### src/hw/rtl/assert_macros.svh
// ---------------------------------------------------------------------------
// Assertion macros
// Shared shorthand for the concurrent checks of the k-smallest sum unit.
// ---------------------------------------------------------------------------
`ifndef ASSERT_MACROS_SVH
`define ASSERT_MACROS_SVH

// Same-cycle implication, switched off while reset is asserted.
`define SWKS_ASSERT_NOW(label, clk, rst_n, ante, cons, msg) \
  label: assert property (@(posedge clk) disable iff (!rst_n) (ante) |-> (cons)) \
    else $error(msg);

// Next-cycle implication, switched off while reset is asserted.
`define SWKS_ASSERT_NEXT(label, clk, rst_n, ante, cons, msg) \
  label: assert property (@(posedge clk) disable iff (!rst_n) (ante) |=> (cons)) \
    else $error(msg);

`endif

### src/hw/rtl/swks_pkg.sv
// ---------------------------------------------------------------------------
// swks_pkg
// Sizes, codes and shared types of the sliding-window k-smallest sum unit.
// ---------------------------------------------------------------------------
package swks_pkg;

  localparam int MAX_WINDOW  = 64;
  localparam int SAMPLE_BITS = 16;
  localparam int CFG_W       = 7;
  localparam int CFG_IDX_W   = 1;
  localparam int LEN_W       = $clog2(MAX_WINDOW + 1);
  localparam int AGE_W       = $clog2(MAX_WINDOW);
  localparam int SUM_W       = SAMPLE_BITS + AGE_W;
  localparam int CMP_W       = (CFG_W > LEN_W) ? CFG_W : LEN_W;

  // Configuration register indexes
  localparam logic [CFG_IDX_W-1:0] REG_WINDOW_LEN = 1'b0;
  localparam logic [CFG_IDX_W-1:0] REG_KEEP_COUNT = 1'b1;

  typedef enum logic [1:0] {
    ST_IDLE,
    ST_DEL,
    ST_INS,
    ST_SUM
  } state_e;

  typedef enum logic [1:0] {
    OP_NOP,
    OP_CLEAR,
    OP_DELETE,
    OP_INSERT
  } cell_op_e;

  // Broadcast to every cell of the row
  typedef struct packed {
    cell_op_e               op;
    logic [SAMPLE_BITS-1:0] key;
    logic [LEN_W-1:0]       len;
    logic [LEN_W-1:0]       k;
  } cell_ctrl_t;

  // Contents of one cell, handed to its neighbours
  typedef struct packed {
    logic                   vld;
    logic [SAMPLE_BITS-1:0] val;
    logic [AGE_W-1:0]       age;
  } cell_data_t;

  // Partial sum travelling along the row
  typedef struct packed {
    logic [SUM_W-1:0] acc;
    logic [LEN_W-1:0] cnt;
  } tok_t;

endpackage

### src/hw/rtl/swks_cell.sv
// ---------------------------------------------------------------------------
// swks_cell
// One slot of the sorted row: holds a sample and its age, shifts on
// delete and insert, and adds itself to the passing partial sum.
// ---------------------------------------------------------------------------
module swks_cell (
  input  logic                   clk_i,
  input  logic                   rst_ni,
  input  swks_pkg::cell_ctrl_t   ctrl_i,
  input  swks_pkg::cell_data_t   left_i,
  input  swks_pkg::cell_data_t   right_i,
  input  logic                   lt_left_i,
  output logic                   lt_o,
  output swks_pkg::cell_data_t   data_o,
  input  swks_pkg::tok_t         tok_i,
  output swks_pkg::tok_t         tok_o
);

  import swks_pkg::*;

  logic                   vld_q, vld_d;
  logic [SAMPLE_BITS-1:0] val_q, val_d;
  logic [AGE_W-1:0]       age_q, age_d;
  logic                   take_right;
  logic                   in_sum;
  tok_t                   tok_q, tok_d;

  // Row is ordered by value, then by age; the evicted entry is the oldest
  // of its value, so everything from it onwards closes up.
  assign lt_o       = vld_q && (val_q < ctrl_i.key);
  assign take_right = !vld_q || (val_q > ctrl_i.key) ||
                      ((val_q == ctrl_i.key) && (age_q == AGE_W'(MAX_WINDOW - 1)));

  always_comb begin
    vld_d = vld_q;
    val_d = val_q;
    age_d = age_q;
    unique case (ctrl_i.op)
      OP_NOP: begin
      end
      OP_CLEAR: begin
        vld_d = 1'b0;
      end
      OP_DELETE: begin
        if (take_right) begin
          vld_d = right_i.vld;
          val_d = right_i.val;
          age_d = right_i.age;
        end
      end
      OP_INSERT: begin
        if (lt_o) begin
          age_d = age_q + AGE_W'(1);
        end else if (lt_left_i) begin
          vld_d = 1'b1;
          val_d = ctrl_i.key;
          age_d = '0;
        end else begin
          vld_d = left_i.vld;
          val_d = left_i.val;
          age_d = left_i.age + AGE_W'(1);
        end
      end
    endcase
  end

  // Counts only entries inside the current window, first k of them
  always_comb begin
    in_sum    = vld_q && (LEN_W'(age_q) < ctrl_i.len) && (tok_i.cnt < ctrl_i.k);
    tok_d.acc = tok_i.acc + (in_sum ? SUM_W'(val_q) : '0);
    tok_d.cnt = tok_i.cnt + LEN_W'(in_sum);
  end

  always_ff @(posedge clk_i or negedge rst_ni) begin
    if (!rst_ni) begin
      vld_q <= 1'b0;
    end else begin
      vld_q <= vld_d;
    end
  end

  always_ff @(posedge clk_i) begin
    val_q <= val_d;
    age_q <= age_d;
    tok_q <= tok_d;
  end

  assign data_o.vld = vld_q;
  assign data_o.val = val_q;
  assign data_o.age = age_q;
  assign tok_o      = tok_q;

endmodule

### config.mk
export PLATFORM = sky130hd
export DESIGN_NAME = swks_cell
export DESIGN_NICKNAME = d
export VERILOG_FILES = /design/src/hw/rtl/assert_macros.svh /design/src/hw/rtl/swks_pkg.sv /design/src/hw/rtl/swks_cell.sv
export SDC_FILE = /design/constraint.sdc
export NUM_CORES = 1
export LEC_CHECK = 0
export BUFFER_PORTS_ARGS = -buffer_cell sky130_fd_sc_hd__buf_2
export CAP_MARGIN = 25
export CORE_ASPECT_RATIO = 0.9
export CORE_UTILIZATION = 30
export CTS_CLUSTER_DIAMETER = 50
export DETAILED_ROUTE_END_ITERATION = 10
export PLACE_DENSITY = 0.59
export SYNTH_ARGS = -nofsm -noshare
export SYNTH_HDL_FRONTEND = slang
export SYNTH_SLANG_ARGS = --single-unit
### constraint.sdc
create_clock -name clk_i -period 4.3 [get_ports clk_i]
set_clock_uncertainty 0.15 [all_clocks]
set_input_delay 0.43 -clock clk_i [delete_from_list [all_inputs] [get_ports clk_i]]
set_output_delay 0.43 -clock clk_i [all_outputs]
set_load 0.1 [all_outputs]
==> impl_metrics.json, run 1 <==
{
  "status": "finished, final reports clean",
  "syn_avg_cell_area_sq_um": 8.940,
  "fmaxAchievable_ghz": 0.2572,
  "min-delay-path-class": "input port to flop",
  "final_nets": 747,
  "p_sw_mw": 1.101,
  "path_clk_slew_ns": 0.07,
  "initial_core_util": 0.3124,
  "root_buffer": "clkbuf_16",
  "core_sq_um": 12220,
  "end_kind": "flop",
  "r2r-end": "tok_o[27]$_DFF_P_",
  "intPower_mw": 1.208,
  "drive_gt1_frac": 0.3102,
  "cp.arrival_ns": 3.96,
  "seqPwrFrac": 0.279,
  "clk_latency_ns": 0.30,
  "gp_congestion": 0.8594,
  "period_minus_slack_ns": 3.888,
  "htree_levels": 2,
  "synth_seq_area_share": 0.3317,
  "fillers": 1241,
  "swShare": 0.4768,
  "synth_most_common_cell": "ha_1",
  "drc_errors": 0,
  "reg2reg_from": "age_q[1]$_DFFE_PP_",
  "reg2reg_slack_ns": 0.41,
  "final-hold-violation-count": 0,
  "p_per_area_nw_per_um2": 459.5,
  "synthesis.nets": 585,
  "p_leak_nw": 2.622,
  "hold_start": "tok_i[28]",
  "wire_per_inst_um": 14.11,
  "worst-setup-path-type": "flop to flop",
  "cts_sinks": 52,
  "ys_seq_elements": 52,
  "min_period_over_period": 0.9043,
  "vias": 3573,
  "die_area_sq_um": 13180,
  "synth_edf_count": 22,
  "io_buffers": 162,
  "ioPinCount": 163,
  "die_x_um": 120.9,
  "netlist_instances": 427,
  "grt_pass1_wl_um": 16340,
  "wl_um": 10580,
  "tightest_slew_ns": 0.6837,
  "diodes": 0,
  "r2r_cells": 14,
  "ant_nets": 0,
  "mappedNetlistArea_sq_um": 3817,
  "synthTopCellsByArea": "edfxtp_1 (17%), ha_1 (15%), dfxtp_1 (15%)",
  "drv_slew": 0,
  "comb_power_share": 0.489,
  "crit_required_ns": 4.37,
  "holdPathEnd": "tok_o[28]$_DFF_P_",
  "critPathLaunchType": "flop",
  "vdd_drop_max_mv": 0.1517,
  "yosysTopAreaCellShare": 0.1731,
  "hold_slack_ns": 0.1656,
  "vias_per_cell": 4.764,
  "gr-total-overflow": 0,
  "dpl.hpwl_um": 8847,
  "cts_tree": "done",
  "clk_path_buf_depth": 2,
  "yosys_warnings": 0,
  "min_path_cells": 2,
  "setup-tns-final_ns": 0,
  "yosysTopAreaCell": "edfxtp_1",
  "synth_flop_cell": "dfxtp_1",
  "grt_max_degree": 25,
  "detail_route.iter0.violations": 144,
  "cts_buffers": 5,
  "ys_top_cells_by_count": "ha_1 (47), nand2_1 (43), inv_1 (37)",
  "grt_antenna_before_repair": 0,
  "synthArstFlopShare": 0.01923,
  "grt_use_total": 0.1606,
  "grt_setup_unrepaired": "false",
  "grt_pass1_vias": 3354,
  "maxCapViolations": 0,
  "first_pass_iters": 4,
  "rows": 38,
  "clockPowerShare": 0.231,
  "cp_max_fo": 14,
  "die_y_um": 109.0,
  "cts_resized": 0,
  "setup_violations": 0,
  "syn2layout_area_growth_pct": 31.66,
  "slew_headroom": 0.5431,
  "synth.distinct_cells": 52
}
-- placed cells by master (no fill, tap or decap), types with 2 or more instances in the layout --
master / n
buf_2: 162
ha_1: 47
nand2_1: 43
inv_1: 37
dfxtp_1: 29
o21ai_0: 28
a21oi_1: 23
nor2_1: 23
edfxtp_1: 22
mux2i_1: 20
and3_1: 19
nand3_1: 19
xor2_1: 15
xnor2_1: 14
a21o_1: 11
clkbuf_16: 7
nand4_1: 6
o21a_1: 5
nor3_1: 5
nor2b_1: 5
a211o_1: 4
nor4_1: 4
buf_4: 4
a211oi_1: 3
nand2b_1: 2
and2_1: 2
and4_1: 2
or3_1: 2
o311ai_2: 2
-- routing by layer --
layer / GRT usage / routed length, um / vias to the layer above
met3: 0.02249 / 421 / 11
met2: 0.2722 / 5111 / 90
li1: - / - / 1856
met5: 0 / 0 / -
met1: 0.2122 / 4916 / 1616
met4: 0.04674 / 131 / 0
-- worst max path at each step --
stage / start / to / slack (ns)
detailed placement: ctrl_i[8] / tok_o[27]$_DFF_P_ / 0.37
global placement: ctrl_i[8] / tok_o[27]$_DFF_P_ / 0.46
finish: age_q[1]$_DFFE_PP_ / tok_o[27]$_DFF_P_ / 0.41
floorplan: age_q[5]$_DFFE_PP_ / tok_o[25]$_DFF_P_ / 0.1
CTS: age_q[1]$_DFFE_PP_ / tok_o[27]$_DFF_P_ / 0.43
global route: age_q[1]$_DFFE_PP_ / tok_o[27]$_DFF_P_ / 0.20
-- registers in the layout, indices dropped and copies added, names as in the netlist --
signal and cells:
age_q 6, tok_o 29, val_q 16, vld_q 1
-- power groups by stage --
stage | Sequential (mW) | Combinational, mW | Clock, mW
floorplan | 1.22 | 0.344 | 0
global placement | 0.657 | 1.12 | 0
detailed placement | 0.657 | 1.13 | 0
CTS | 0.646 | 1.13 | 0.545
global route | 0.655 | 1.19 | 0.567
finish | 0.645 | 1.13 | 0.534
-- kinds of logic (layout without fill, tap and decap cells) --
family                   Yosys count  in the layout  share of synthesized area
AND/OR/NAND/NOR                  136            136                     0.1763
AO/OA/AOI/OAI                     93             93                     0.1626
flip-flops                        52             52                     0.3317
buffers and inverters             49            212                    0.05113
adder cells (fa/ha/maj)           48             48                     0.1593
XOR/XNOR                          29             29                    0.06654
multiplexers                      20             20                    0.05244
-- worst max-delay path, cell delays in order (launching register included) --
cell      delay [ns]
edfxtp_1        0.45
ha_1            0.31
a21o_1          0.16
a21o_1          0.18
a21oi_1         0.25
o32a_1          0.23
buf_4           0.17
and3_1          0.19
ha_1            0.27
nor2b_1         0.16
o31a_1          0.28
o32ai_2         0.48
o21ai_0         0.19
and3_1          0.22
o22ai_1         0.14
-- final cells by class --
type / count / area [sq um] / area share
repair buffers: 167 / 850.8 / 0.1693
inverters: 37 / 138.9 / 0.02763
flip-flops and latches: 52 / 1266 / 0.2519
clock buffers: 7 / 175.2 / 0.03485
well taps: 160 / 200.2 / 0.03983
multi-input cells: 326 / 2365 / 0.4705
clock inverters: 1 / 30.03 / 0.005975
-- metrics by stage --
step                      total power [mW]  cells  setup slack, ns  instance area (sq um)    util
after floorplan                      1.561    427          0.09754                   3817       -
after CTS                            2.326    750           0.4314                   5026  0.4113
after global routing                 2.416    750           0.2046                   5026  0.4113
final                                2.309    750           0.4115                   5026  0.4113
after global placement               1.776    741           0.4585                   4811  0.3937
after detailed placement             1.789    741           0.3662                   4811  0.3937
-- what timing repair did --
action,4_1_cts,5_1_grt
endpoints found under the hold margin,1,0
setup buffers,0,0
hold buffers,1,0
No activity file was read; power rests on OpenSTA's default activity.
==> run 2, diff against run 1 <==
Settings changed: ABC_CLOCK_PERIOD_IN_PS from default to 4300, CORE_UTILIZATION 30 to 49, HOLD_SLACK_MARGIN from default to 0.12, PLACE_DENSITY 0.59 to 0.86.
==> run 2 against run 1 <==
Register-to-register slack about the same. Count of clock-buffer cells in the layout unchanged. Worst setup slack about the same. Hold slack got worse by 0.016 ns. Maximum frequency about the same. Via count increased by 3.1%. Sequential cell count unchanged. First-iteration DRC count decreased by 9.0%. Core utilization increased by 23 points. Routed wire length decreased by 8.3%. Power decreased by 11%. Final area decreased by 4.1%. Critical endpoint unchanged. Largest cell class unchanged.
==> impl_metrics.json, run 2 (synthesis results as in run 1) <==
{
  "drive_gt1_frac": 0.3056,
  "p_sw_mw": 1.072,
  "cts_resized": 0,
  "crit_required_ns": 4.39,
  "final-hold-violation-count": 0,
  "reg2reg_from": "age_q[1]$_DFFE_PP_",
  "startpoint": "age_q[1]$_DFFE_PP_",
  "final_common_cell": "buf_2",
  "setup-tns-final_ns": 0,
  "drc_errors": 0,
  "core_sq_um": 7545,
  "grt_use_total": 0.2487,
  "power.total_mw": 2.066,
  "path_clk_slew_ns": 0.10,
  "diodes": 0,
  "drv_slew": 0,
  "gp_congestion": 0.8624,
  "final_nets": 746,
  "maxCapViolations": 0,
  "fmaxAchievable_ghz": 0.2571,
  "p_per_area_nw_per_um2": 428.4,
  "ant_nets": 0,
  "grt_antenna_before_repair": 0,
  "dpl.hpwl_um": 8068,
  "period_minus_slack_ns": 3.889,
  "p_leak_nw": 2.565,
  "slew_headroom": 0.5783,
  "die_area_sq_um": 8148,
  "syn2layout_area_growth_pct": 26.32,
  "clk_latency_ns": 0.31,
  "min-delay-path-class": "input port to flop",
  "post_dp_cell_area_sq_um": 4720,
  "die_x_um": 95.04,
  "cts_buffers": 5,
  "postCtsHoldBufs": 1,
  "place_ws_ns": 0.3586,
  "min_period_over_period": 0.9044,
  "largest_reg_flops": 29,
  "stdcell_area_sq_um": 4822,
  "hold_start": "tok_i[28]",
  "rows": 30,
  "worst-setup-path-type": "flop to flop",
  "setup_violations": 0,
  "critPathLaunchType": "flop",
  "grt_max_degree": 27,
  "cp_max_fo": 16,
  "place_inst": 676,
  "clockPowerShare": 0.143,
  "fillers": 658,
  "layout_common_cells": "buf_2 (162), ha_1 (47), nand2_1 (43), inv_1 (37), dfxtp_1 (29)",
  "wl_um": 9701,
  "post-cts-setup-buffers": 0,
  "seqPwrFrac": 0.311,
  "grt_pass1_wl_um": 15850,
  "htree_levels": 2,
  "status": "finished, final reports clean",
  "cts_sinks": 52,
  "intPower_uw": 993.1,
  "detail_route.iter0.violations": 131,
  "tightest_slew_ns": 0.6311,
  "comb_power_share": 0.546,
  "ioPinCount": 163,
  "gr-total-overflow": 0,
  "io_buffers": 162,
  "setup_ws_ns": 0.4111,
  "cts_tree": "done",
  "clk_path_buf_depth": 2,
  "vias_per_cell": 5.378,
  "end_kind": "flop",
  "grt_pass1_vias": 3547,
  "first_pass_iters": 4,
  "swShare": 0.5192,
  "wire_per_inst_um": 14.16,
  "vdd_drop_max_mv": 0.2289,
  "vias": 3684,
  "grt_setup_unrepaired": "false",
  "initial_core_util": 0.5060,
  "die_y_um": 85.74,
  "cp.arrival_ns": 3.98,
  "root_buffer": "clkbuf_8",
  "fin_cells": 685
}
-- run 2: through the flow --
step                  util  hold slack, ns
finish              0.6391          0.1494
global route        0.6391          0.1425
CTS                 0.6391          0.1404
detailed placement  0.6255         0.06123
global placement    0.6255         0.05947
floorplan                -        -0.01559
-- run 2: routing by layer --
layer	GRT usage	part of all wire	up-vias
met3	0.04699	0.062	19
met4	0.07713	0.019	0
met5	0	0	-
met2	0.4284	0.49	132
li1	-	-	1856
met1	0.3132	0.43	1677
-- run 2: layout make-up --
class                      instances  area, sq um  share of cell area
sequential                        52         1266              0.2626
timing repair buffer             166        843.3              0.1749
clock buffer                       7        86.33             0.01790
multi-input combinational        326         2361              0.4896
inverter                          37        138.9             0.02880
tap                               96        120.1             0.02491
clock inverter                     1        6.256            0.001297
-- run 2: path summary, 6_finish.rpt --
check                                    end  slack [ns]  depth (start not counted)
min reg2reg                vld_q$_DFFE_PN0P_        0.45                          2
min                        tok_o[28]$_DFF_P_        0.15                          2
max                        tok_o[27]$_DFF_P_        0.41                         13
min in group asynchronous  vld_q$_DFFE_PN0P_        0.27                          2
max reg2reg                tok_o[27]$_DFF_P_        0.41                         13
max in group asynchronous  vld_q$_DFFE_PN0P_        3.64                          2
-- run 2: power by group through the flow --
| stage | Combinational (mW) | Sequential (mW) | Clock (mW) |
|---|---|---|---|
| 2_1_floorplan | 0.344 | 1.22 | 0 |
| 6_report | 1.13 | 0.642 | 0.296 |
| 3_5_place_dp | 1.12 | 0.654 | 0 |
| 5_1_grt | 1.19 | 0.652 | 0.323 |
| 4_1_cts | 1.13 | 0.643 | 0.304 |
| 3_3_place_gp | 1.10 | 0.652 | 0 |
-- run 2: critical path, stage by stage (launching register included) --
cell      delay [ns]
edfxtp_1        0.46
ha_1            0.30
a21o_1          0.15
a21o_1          0.18
a21oi_1         0.20
o32a_1          0.44
and3_1          0.22
ha_1            0.27
nor2b_1         0.16
o31a_1          0.28
o32ai_2         0.49
o21ai_0         0.18
and3_1          0.21
o22ai_1         0.13
